File: src/rtl/rlsf_pkg.sv
// Shared constants and register codes of the fan speed lag and slew filter.
`default_nettype none

package rlsf_pkg;

    localparam int NUM_CHANNELS_DEF    = 8;
    localparam int ALPHA_FRAC_BITS_DEF = 12;

    localparam int CHANNEL_W   = 3;
    localparam int RPM_W       = 16;
    localparam int TIME_W      = 32;
    localparam int IN_DATA_W   = 56;
    localparam int OUT_DATA_W  = 24;
    localparam int CFG_INDEX_W = 3;
    localparam int CFG_DATA_W  = 16;
    localparam int MULT_W      = 8;

    localparam int LIM_DIVISOR = 1000;
    localparam int LIM_Q_W     = 17;
    localparam int LIM_REM_W   = 10;
    localparam logic [TIME_W-1:0] LIM_BOUND = TIME_W'(LIM_DIVISOR * (1 << LIM_Q_W));

    typedef enum logic [CFG_INDEX_W-1:0] {
        REG_LAG_TAU    = 3'd0,
        REG_SLEW       = 3'd1,
        REG_RELOAD_GAP = 3'd2,
        REG_UNIT_THR   = 3'd3,
        REG_UNIT_MULT  = 3'd4,
        REG_ZERO_FLOOR = 3'd5
    } cfg_reg_t;

    localparam logic [RPM_W-1:0]  LAG_TAU_RESET    = 16'd1000;
    localparam logic [RPM_W-1:0]  SLEW_RESET       = 16'd1500;
    localparam logic [RPM_W-1:0]  RELOAD_GAP_RESET = 16'd5000;
    localparam logic [RPM_W-1:0]  UNIT_THR_RESET   = 16'd500;
    localparam logic [MULT_W-1:0] UNIT_MULT_RESET  = 8'd100;
    localparam logic [RPM_W-1:0]  ZERO_FLOOR_RESET = 16'd50;

endpackage

`default_nettype wire

File: src/rtl/rpm_lag_slew_filter.sv
// Top level of the per-channel fan speed lag filter with slew-rate limit.
`default_nettype none

// Filters fan tachometer readings, one first-order lag per channel, with the
// step per sample limited by a slew rate. Each accepted reading gives one
// result: the channel and its filtered rpm. Readings are taken one at a time;
// a reading that goes through the full lag update passes bit-serial
// multiplication (unit scaling one bit a cycle, slew times gap two bits a
// cycle), a decision state, a divide state in which the restoring divider
// for alpha runs beside the divider by 1000 for the slew limit, with the
// delta times alpha product built from the quotient bits as they appear,
// then step, apply and write states. A reading that snaps to zero, reloads,
// has no gap or no difference goes from the decision straight to write; a
// channel number of NUM_CHANNELS or more goes straight to write. The result
// register lets the next reading in while a result still waits. Configuration
// writes are taken in any cycle.
module rpm_lag_slew_filter #(
    parameter int NUM_CHANNELS    = rlsf_pkg::NUM_CHANNELS_DEF,
    parameter int ALPHA_FRAC_BITS = rlsf_pkg::ALPHA_FRAC_BITS_DEF
) (
    input  wire logic                             clk,
    input  wire logic                             rst_n,
    input  wire logic                             cfg_valid,
    output logic                                  cfg_ready,
    input  wire logic [rlsf_pkg::CFG_INDEX_W-1:0] cfg_index,
    input  wire logic [rlsf_pkg::CFG_DATA_W-1:0]  cfg_data,
    input  wire logic                             s_axis_tvalid,
    output logic                                  s_axis_tready,
    // fan_channel[2:0], raw_reading[18:3], now_ms[50:19], zero[55:51]
    input  wire logic [rlsf_pkg::IN_DATA_W-1:0]   s_axis_tdata,
    output logic                                  m_axis_tvalid,
    input  wire logic                             m_axis_tready,
    // out_channel[2:0], filtered_rpm[18:3], zero[23:19]
    output logic [rlsf_pkg::OUT_DATA_W-1:0]       m_axis_tdata
);

    localparam int CH_W        = rlsf_pkg::CHANNEL_W;
    localparam int RPM_W       = rlsf_pkg::RPM_W;
    localparam int TIME_W      = rlsf_pkg::TIME_W;
    localparam int MULT_W      = rlsf_pkg::MULT_W;
    localparam int LIM_Q_W     = rlsf_pkg::LIM_Q_W;
    localparam int LIM_REM_W   = rlsf_pkg::LIM_REM_W;
    localparam int CH_IDX_W    = (NUM_CHANNELS > 1) ? $clog2(NUM_CHANNELS) : 1;
    localparam int F           = ALPHA_FRAC_BITS;
    localparam int ALPHA_ITERS = F + 1;
    localparam int DIV_ITERS   = (ALPHA_ITERS > LIM_Q_W) ? ALPHA_ITERS : LIM_Q_W;
    localparam int CNT_W       = $clog2(DIV_ITERS);
    localparam int ACC_W       = RPM_W + F;
    localparam int SCALE_W     = RPM_W + MULT_W;
    localparam int DSOR_W      = RPM_W + 1;
    localparam int STEP_W      = RPM_W + 1;
    localparam int PAD_W       = rlsf_pkg::OUT_DATA_W - CH_W - RPM_W;

    typedef enum logic [2:0] {
        ST_IDLE,
        ST_MUL,
        ST_DECIDE,
        ST_DIV,
        ST_STEP,
        ST_APPLY,
        ST_WRITE
    } state_t;

    logic [RPM_W-1:0]  lag_tau_reg;
    logic [RPM_W-1:0]  slew_reg;
    logic [RPM_W-1:0]  reload_gap_reg;
    logic [RPM_W-1:0]  unit_thr_reg;
    logic [MULT_W-1:0] unit_mult_reg;
    logic [RPM_W-1:0]  zero_floor_reg;

    logic [RPM_W-1:0]  filter_value_reg [NUM_CHANNELS];
    logic [TIME_W-1:0] last_time_reg    [NUM_CHANNELS];
    logic [NUM_CHANNELS-1:0] channel_seen_reg;

    state_t               state_reg;
    logic [CNT_W-1:0]     cnt_reg;
    logic [CH_W-1:0]      ch_reg;
    logic [CH_IDX_W-1:0]  idx_reg;
    logic [RPM_W-1:0]     raw_reg;
    logic [TIME_W-1:0]    now_reg;
    logic [TIME_W-1:0]    dt_reg;
    logic [RPM_W-1:0]     fv_reg;
    logic                 seen_reg;
    logic [MULT_W-1:0]    mult_sh_reg;
    logic [RPM_W-1:0]     dt_sh_reg;
    logic [SCALE_W-1:0]   scale_acc_reg;
    logic [TIME_W-1:0]    slew_acc_reg;
    logic [RPM_W-1:0]     mag_reg;
    logic                 neg_reg;
    logic [DSOR_W-1:0]    dsor_reg;
    logic [DSOR_W-1:0]    rem_a_reg;
    logic                 abit_reg;
    logic [ACC_W-1:0]     acc_reg;
    logic [LIM_REM_W-1:0] rem_l_reg;
    logic [LIM_Q_W-1:0]   p_sh_reg;
    logic [LIM_Q_W-1:0]   q_lim_reg;
    logic                 no_clamp_reg;
    logic [STEP_W-1:0]    step_reg;
    logic [RPM_W-1:0]     new_fv_reg;
    logic                 wr_fv_reg;
    logic                 wr_lt_reg;
    logic                 out_valid_reg;
    logic [CH_W-1:0]      out_ch_reg;
    logic [RPM_W-1:0]     out_rpm_reg;

    logic [CH_W-1:0]          in_ch;
    logic [RPM_W-1:0]         in_raw;
    logic [TIME_W-1:0]        in_now;
    logic [CH_IDX_W+CH_W-1:0] in_ch_ext;
    logic [CH_IDX_W-1:0]      in_idx;
    logic                     in_valid_ch;
    logic                     in_xfer;

    logic [SCALE_W-1:0]   scale_add;
    logic [RPM_W+1:0]     slew_part;
    logic [RPM_W-1:0]     scaled_rpm;
    logic                 rpm_ge;
    logic [DSOR_W:0]      a_trial;
    logic                 a_fit;
    logic [DSOR_W:0]      a_diff;
    logic [LIM_REM_W:0]   l_trial;
    logic                 l_fit;
    logic [LIM_REM_W:0]   l_diff;
    logic                 frac_nz;
    logic [STEP_W-1:0]    s_raw;
    logic [STEP_W-1:0]    s_min;
    logic [STEP_W-1:0]    s_lim;
    logic [STEP_W-1:0]    s_clamped;
    logic [STEP_W-1:0]    fv_ext;
    logic [STEP_W-1:0]    fv_sum;
    logic                 out_free;

    assign cfg_ready     = 1'b1;
    assign s_axis_tready = (state_reg == ST_IDLE);
    assign m_axis_tvalid = out_valid_reg;
    assign m_axis_tdata  = {{PAD_W{1'b0}}, out_rpm_reg, out_ch_reg};

    assign in_ch       = s_axis_tdata[CH_W-1:0];
    assign in_raw      = s_axis_tdata[CH_W+RPM_W-1:CH_W];
    assign in_now      = s_axis_tdata[CH_W+RPM_W+TIME_W-1:CH_W+RPM_W];
    assign in_ch_ext   = {{CH_IDX_W{1'b0}}, in_ch};
    assign in_idx      = in_ch_ext[CH_IDX_W-1:0];
    assign in_valid_ch = (in_ch_ext < (CH_IDX_W + CH_W)'(NUM_CHANNELS));
    assign in_xfer     = s_axis_tvalid && s_axis_tready;
    assign out_free    = !out_valid_reg || m_axis_tready;

    always_comb
    begin
        scale_add = mult_sh_reg[MULT_W-1] ? {{MULT_W{1'b0}}, raw_reg} : '0;
        slew_part = (dt_sh_reg[RPM_W-1] ? {1'b0, slew_reg, 1'b0} : '0)
                  + (dt_sh_reg[RPM_W-2] ? {2'b00, slew_reg} : '0);

        if (raw_reg != '0 && raw_reg < unit_thr_reg)
        begin
            scaled_rpm = (|scale_acc_reg[SCALE_W-1:RPM_W]) ? '1 : scale_acc_reg[RPM_W-1:0];
        end
        else
        begin
            scaled_rpm = raw_reg;
        end
        rpm_ge = (scaled_rpm >= fv_reg);

        a_trial = {rem_a_reg, abit_reg};
        a_fit   = (a_trial >= {1'b0, dsor_reg});
        a_diff  = a_fit ? (a_trial - {1'b0, dsor_reg}) : a_trial;

        l_trial = {rem_l_reg, p_sh_reg[LIM_Q_W-1]};
        l_fit   = (l_trial >= (LIM_REM_W + 1)'(rlsf_pkg::LIM_DIVISOR));
        l_diff  = l_fit ? (l_trial - (LIM_REM_W + 1)'(rlsf_pkg::LIM_DIVISOR)) : l_trial;

        frac_nz   = |acc_reg[F-1:0];
        s_raw     = {1'b0, acc_reg[ACC_W-1:F]} + {{RPM_W{1'b0}}, neg_reg & frac_nz};
        s_min     = (s_raw == '0) ? STEP_W'(1) : s_raw;
        s_lim     = (q_lim_reg == '0) ? STEP_W'(1) : q_lim_reg;
        s_clamped = (!no_clamp_reg && s_min > s_lim) ? s_lim : s_min;

        fv_ext = {1'b0, fv_reg};
        fv_sum = fv_ext + step_reg;
    end

    always_ff @(posedge clk or negedge rst_n)
    begin
        if (!rst_n)
        begin
            lag_tau_reg    <= rlsf_pkg::LAG_TAU_RESET;
            slew_reg       <= rlsf_pkg::SLEW_RESET;
            reload_gap_reg <= rlsf_pkg::RELOAD_GAP_RESET;
            unit_thr_reg   <= rlsf_pkg::UNIT_THR_RESET;
            unit_mult_reg  <= rlsf_pkg::UNIT_MULT_RESET;
            zero_floor_reg <= rlsf_pkg::ZERO_FLOOR_RESET;
        end
        else if (cfg_valid && cfg_ready)
        begin
            unique case (rlsf_pkg::cfg_reg_t'(cfg_index))
                rlsf_pkg::REG_LAG_TAU:    lag_tau_reg    <= cfg_data;
                rlsf_pkg::REG_SLEW:       slew_reg       <= cfg_data;
                rlsf_pkg::REG_RELOAD_GAP: reload_gap_reg <= cfg_data;
                rlsf_pkg::REG_UNIT_THR:   unit_thr_reg   <= cfg_data;
                rlsf_pkg::REG_UNIT_MULT:  unit_mult_reg  <= cfg_data[MULT_W-1:0];
                rlsf_pkg::REG_ZERO_FLOOR: zero_floor_reg <= cfg_data;
                default:
                begin
                end
            endcase
        end
    end

    always_ff @(posedge clk or negedge rst_n)
    begin
        if (!rst_n)
        begin
            for (int i = 0; i < NUM_CHANNELS; i++)
            begin
                filter_value_reg[i] <= '0;
                last_time_reg[i]    <= '0;
            end
            channel_seen_reg <= '0;
            state_reg        <= ST_IDLE;
            cnt_reg          <= '0;
            ch_reg           <= '0;
            idx_reg          <= '0;
            raw_reg          <= '0;
            now_reg          <= '0;
            dt_reg           <= '0;
            fv_reg           <= '0;
            seen_reg         <= 1'b0;
            mult_sh_reg      <= '0;
            dt_sh_reg        <= '0;
            scale_acc_reg    <= '0;
            slew_acc_reg     <= '0;
            mag_reg          <= '0;
            neg_reg          <= 1'b0;
            dsor_reg         <= '0;
            rem_a_reg        <= '0;
            abit_reg         <= 1'b0;
            acc_reg          <= '0;
            rem_l_reg        <= '0;
            p_sh_reg         <= '0;
            q_lim_reg        <= '0;
            no_clamp_reg     <= 1'b0;
            step_reg         <= '0;
            new_fv_reg       <= '0;
            wr_fv_reg        <= 1'b0;
            wr_lt_reg        <= 1'b0;
            out_valid_reg    <= 1'b0;
            out_ch_reg       <= '0;
            out_rpm_reg      <= '0;
        end
        else
        begin
            if (out_valid_reg && m_axis_tready && state_reg != ST_WRITE)
            begin
                out_valid_reg <= 1'b0;
            end

            unique case (state_reg)
                ST_IDLE:
                begin
                    if (in_xfer)
                    begin
                        ch_reg        <= in_ch;
                        idx_reg       <= in_idx;
                        raw_reg       <= in_raw;
                        now_reg       <= in_now;
                        fv_reg        <= filter_value_reg[in_idx];
                        seen_reg      <= channel_seen_reg[in_idx];
                        dt_reg        <= in_now - last_time_reg[in_idx];
                        dt_sh_reg     <= in_now[RPM_W-1:0] - last_time_reg[in_idx][RPM_W-1:0];
                        mult_sh_reg   <= unit_mult_reg;
                        scale_acc_reg <= '0;
                        slew_acc_reg  <= '0;
                        cnt_reg       <= '0;
                        if (in_valid_ch)
                        begin
                            state_reg <= ST_MUL;
                        end
                        else
                        begin
                            new_fv_reg <= '0;
                            wr_fv_reg  <= 1'b0;
                            wr_lt_reg  <= 1'b0;
                            state_reg  <= ST_WRITE;
                        end
                    end
                end

                ST_MUL:
                begin
                    scale_acc_reg <= {scale_acc_reg[SCALE_W-2:0], 1'b0} + scale_add;
                    slew_acc_reg  <= {slew_acc_reg[TIME_W-3:0], 2'b00}
                                   + {{(TIME_W-RPM_W-2){1'b0}}, slew_part};
                    mult_sh_reg   <= {mult_sh_reg[MULT_W-2:0], 1'b0};
                    dt_sh_reg     <= {dt_sh_reg[RPM_W-3:0], 2'b00};
                    cnt_reg       <= cnt_reg + 1'b1;
                    if (cnt_reg == CNT_W'(MULT_W - 1))
                    begin
                        state_reg <= ST_DECIDE;
                    end
                end

                ST_DECIDE:
                begin
                    cnt_reg      <= '0;
                    mag_reg      <= rpm_ge ? (scaled_rpm - fv_reg) : (fv_reg - scaled_rpm);
                    neg_reg      <= !rpm_ge;
                    dsor_reg     <= {1'b0, lag_tau_reg} + {1'b0, dt_reg[RPM_W-1:0]};
                    rem_a_reg    <= {2'b00, dt_reg[RPM_W-1:1]};
                    abit_reg     <= dt_reg[0];
                    acc_reg      <= '0;
                    rem_l_reg    <= slew_acc_reg[LIM_Q_W+LIM_REM_W-1:LIM_Q_W];
                    p_sh_reg     <= slew_acc_reg[LIM_Q_W-1:0];
                    q_lim_reg    <= '0;
                    no_clamp_reg <= (slew_acc_reg >= rlsf_pkg::LIM_BOUND);
                    if (scaled_rpm < zero_floor_reg)
                    begin
                        new_fv_reg <= '0;
                        wr_fv_reg  <= 1'b1;
                        wr_lt_reg  <= 1'b1;
                        state_reg  <= ST_WRITE;
                    end
                    else if (!seen_reg || dt_reg > {{(TIME_W-RPM_W){1'b0}}, reload_gap_reg})
                    begin
                        new_fv_reg <= scaled_rpm;
                        wr_fv_reg  <= 1'b1;
                        wr_lt_reg  <= 1'b1;
                        state_reg  <= ST_WRITE;
                    end
                    else if (dt_reg == '0)
                    begin
                        new_fv_reg <= fv_reg;
                        wr_fv_reg  <= 1'b0;
                        wr_lt_reg  <= 1'b0;
                        state_reg  <= ST_WRITE;
                    end
                    else if (scaled_rpm == fv_reg)
                    begin
                        new_fv_reg <= fv_reg;
                        wr_fv_reg  <= 1'b0;
                        wr_lt_reg  <= 1'b1;
                        state_reg  <= ST_WRITE;
                    end
                    else
                    begin
                        wr_fv_reg <= 1'b1;
                        wr_lt_reg <= 1'b1;
                        state_reg <= ST_DIV;
                    end
                end

                ST_DIV:
                begin
                    if (cnt_reg < CNT_W'(ALPHA_ITERS))
                    begin
                        rem_a_reg <= a_diff[DSOR_W-1:0];
                        abit_reg  <= 1'b0;
                        acc_reg   <= {acc_reg[ACC_W-2:0], 1'b0}
                                   + (a_fit ? {{F{1'b0}}, mag_reg} : '0);
                    end
                    if (cnt_reg < CNT_W'(LIM_Q_W))
                    begin
                        rem_l_reg <= l_diff[LIM_REM_W-1:0];
                        p_sh_reg  <= {p_sh_reg[LIM_Q_W-2:0], 1'b0};
                        q_lim_reg <= {q_lim_reg[LIM_Q_W-2:0], l_fit};
                    end
                    cnt_reg <= cnt_reg + 1'b1;
                    if (cnt_reg == CNT_W'(DIV_ITERS - 1))
                    begin
                        state_reg <= ST_STEP;
                    end
                end

                ST_STEP:
                begin
                    step_reg  <= s_clamped;
                    state_reg <= ST_APPLY;
                end

                ST_APPLY:
                begin
                    if (neg_reg)
                    begin
                        new_fv_reg <= (fv_ext < step_reg) ? '0 : (fv_reg - step_reg[RPM_W-1:0]);
                    end
                    else
                    begin
                        new_fv_reg <= fv_sum[RPM_W] ? '1 : fv_sum[RPM_W-1:0];
                    end
                    state_reg <= ST_WRITE;
                end

                ST_WRITE:
                begin
                    if (out_free)
                    begin
                        if (wr_fv_reg)
                        begin
                            filter_value_reg[idx_reg] <= new_fv_reg;
                        end
                        if (wr_lt_reg)
                        begin
                            last_time_reg[idx_reg]    <= now_reg;
                            channel_seen_reg[idx_reg] <= 1'b1;
                        end
                        out_valid_reg <= 1'b1;
                        out_ch_reg    <= ch_reg;
                        out_rpm_reg   <= new_fv_reg;
                        state_reg     <= ST_IDLE;
                    end
                end

                default:
                begin
                    state_reg <= ST_IDLE;
                end
            endcase
        end
    end

endmodule

`default_nettype wire

File: config.mk
export PLATFORM = sky130hd
export DESIGN_NAME = rpm_lag_slew_filter
export DESIGN_NICKNAME = d
export VERILOG_FILES = /design/src/rtl/rlsf_pkg.sv /design/src/rtl/rpm_lag_slew_filter.sv
export SDC_FILE = /design/constraint.sdc
export NUM_CORES = 2
export LEC_CHECK = 0
export BUFFER_PORTS_ARGS = -buffer_cell sky130_fd_sc_hd__buf_2
export CORE_MARGIN = 2
export CORE_UTILIZATION = 45
export CTS_CLUSTER_SIZE = 40
export DETAILED_ROUTE_END_ITERATION = 10
export PLACE_DENSITY = 0.59
export SLEW_MARGIN = 20
export SYNTH_ARGS = -nofsm -noshare
export SYNTH_HDL_FRONTEND = slang
export SYNTH_SLANG_ARGS = --single-unit
File: constraint.sdc
create_clock -name clk -period 6.5 [get_ports clk]
set_clock_uncertainty 0.05 [all_clocks]
set_input_delay 0.975 -clock clk [delete_from_list [all_inputs] [get_ports clk]]
set_output_delay 0.975 -clock clk [all_outputs]
set_load 0.1 [all_outputs]
==> results_dict.tcl <==
set metrics [dict create \
    status "finished clean" \
    grt_pass1_wl_um 191000 \
    hp-class "in2async" \
    start_kind "flip-flop" \
    worstPathArrival_ps 6640 \
    port_buffers 95 \
    cap_viol_max_count 0 \
    syn_inst 4391 \
    yosys.area_share.xor_xnor 0.0268 \
    synth_edf_count 0 \
    fin_nets 4754 \
    wirelength_um 120000 \
    syn_area_per_cell_um2 10.8 \
    n_fill_cell 9490 \
    area_growth_pct 10.9 \
    grt_max_degree 173 \
    yosysSeqAreaShare 0.449 \
    chipHeight_um 329 \
    die_x_um 329 \
    synthSimpleGateAreaFrac 0.118 \
    cp_max_fo 17 \
    synth_compound_area_frac 0.103 \
    clk_root_buffer_cell "clkbuf_16" \
    synth.distinct_cells 80 \
    gr-usage-met2 0.364 \
    dieArea_mm2 0.108 \
    wl_per_cell_um 20.4 \
    path_cells "inv_1, ha_1, nand2_1, nor4_1, a21oi_1, nor4b_1, or3_1, mux2i_1, ha_1, nand4_1, nor4_1, a2111oi_1, o31ai_4, mux2_2, o22a_1, nor4bb_1, or3_1, a31oi_1" \
    tightest_slew_ps 1200 \
    synth_warnings 0 \
    cellLeakagePower_nw 24.7 \
    routed-via-count 33000 \
    seqCellArea_mm2 0.0213 \
    dp_hpwl_um 81200 \
    rsz0062_at_grt "true" \
    drv_slew 0 \
    rows 119 \
    synth_mux_area_frac 0.193 \
    yosys-top-cells-area "dfrtp_1 43%, mux2_2 12%, ha_1 6.4%" \
    ys_seq_elements 848 \
    multi_input_area_mm2 0.0246 \
    clockBufferDepth 3 \
    initial_utilization 0.452 \
    max_stage_delay_ps 750 \
    cp_slowest_cell "mux2i_1" \
    track_usage 0.223 \
    place_congestion 0.874 \
    cp.buffers_inverters 1 \
    timing.hold.ws_ps 218 \
    htree_levels 3 \
    cts_made_buffers 94 \
    vias_per_cell 5.61 \
    drt_iter0_drc 2090 \
    synth_fa_ha_area_frac 0.0743 \
    cp_top_family "simple AND/OR/NAND/NOR gates" \
    synth_top_family_by_area "multiplexers" \
    drive_gt1_frac 0.221 \
    antenna_found_initial 5 \
    ios 107 \
    final_hold_viol_count 0 \
    critical_path_class "reg2reg" \
    hold_buffers 0 \
    synthesis.area_mm2 0.0474 \
    power_density_mw_per_mm2 495 \
    cp.required_ps 7030 \
    cts_setup_buffers 0 \
    core_mm2 0.105 \
    remaining_drc_errors 0 \
    grt-busiest-layer "met2" \
    first_pass_iters 5 \
    use_met3 0.0283 \
    ctsResizeCount 0 \
    yosys.area.top_type_share 0.432 \
    clk_pin_slew_ps 60 \
    grt_pass1_vias 33000 \
    crit_path_end_kind "flip-flop" \
    vdd_drop_max_v 0.000380 \
    dominantRegCellSynth "dfrtp_1" \
    clkLatencyLatePin_ps 680 \
    largest_reg_flops 256 \
    synth_area_leader_cell "dfrtp_1" \
    ant_nets 0 \
    clock-sinks 848 \
    place_ws_ps 339 \
    cts_tree "yes" \
    fmax_mhz 164 \
    timing.final.ws_setup_ps 384 \
    min_period_over_period 0.941 \
    grtUsageMet1 0.316 \
    async_flop_share 1.00 \
    overflow 0 \
    setup_viol_count_final 0 \
    period_needed_ps 6120 \
    timing.slew.headroom 0.196 \
]
[worst paths after layout]
check,start,to,slack [ps],depth (start not counted)
max in group asynchronous,rst_n,filter_value_reg[92],4770,2
max,unit_thr_reg[7],mag_reg[14],380,18
max reg2reg,unit_thr_reg[7],mag_reg[14],380,18
min reg2reg,channel_seen_reg[5],channel_seen_reg[5],410,1
min in group clk,channel_seen_reg[5],channel_seen_reg[5],410,1
min,rst_n,slew_acc_reg[2],220,1
[cell usage in the layout, fill, tap and decap left out, types with 91 or more instances in the layout]
| cell | Yosys | final |
|---|---|---|
| buf_2 | 9 | 91 |
| nand2_1 | 504 | 502 |
| inv_1 | 198 | 198 |
| clkbuf_16 | 0 | 94 |
| nor2_1 | 169 | 164 |
| dfrtp_1 | 818 | 818 |
| mux2_2 | 501 | 501 |
| o21ai_0 | 288 | 288 |
| mux4_2 | 98 | 98 |
| mux2i_1 | 129 | 129 |
| nand3_1 | 101 | 99 |
| ha_1 | 243 | 243 |
| a21oi_1 | 133 | 133 |
[cell usage after synthesis (98+ instances only)]
cell type and number:
mux2_2 501, nand2_1 504, nand3_1 101, nor2_1 169, mux4_2 98, inv_1 198, ha_1 243, dfrtp_1 818
mux2i_1 129, o21ai_0 288, clkbuf_1 174, a21oi_1 133
[area by class of cell]
cell class,instances,area share
diodes,1,0.0000476
clock buffers,127,0.0502
clock inverters,42,0.00969
inverters,198,0.0141
multi-input cells,3110,0.469
flip-flops and latches,848,0.405
well taps,1391,0.0331
repair buffers,155,0.0197
[per-layer routing]
layer	vias to the layer above	routed length, um
met5	-	53
met1	16600	56800
met3	159	4270
li1	15700	-
met2	509	55800
met4	10	2530
[power breakdown]
part / leakage (nW) / total (mW) / switching [mW] / internal [mW]
logic: 12.0 / 12.4 / 7.15 / 5.24
clock network: 1.52 / 5.41 / 2.27 / 3.14
registers: 11.2 / 8.21 / 1.44 / 6.77
[stage by stage]
step	setup TNS (ps)	util	total power [mW]	instances	instance area, um2
after floorplan	0	-	17.4	4395	47400
after global placement	0	0.471	20.4	5701	49400
after detailed placement	0	0.471	20.6	5701	49400
after CTS	0	0.501	26.1	5870	52500
after global routing	-29.2	0.501	28.0	5871	52500
final	0	0.501	26.0	5872	52600
[logic make-up after synthesis]
| logic type | after synthesis |
|---|---|
| AOI/OAI and AO/OA | 778 |
| xor gates and xnor gates | 145 |
| adders and majority gates | 267 |
| buffers and inverters | 437 |
| DFF | 848 |
| muxes | 729 |
| other | 2 |
| and+or+nand+nor | 1185 |
Power figures use the tool's default switching activity.
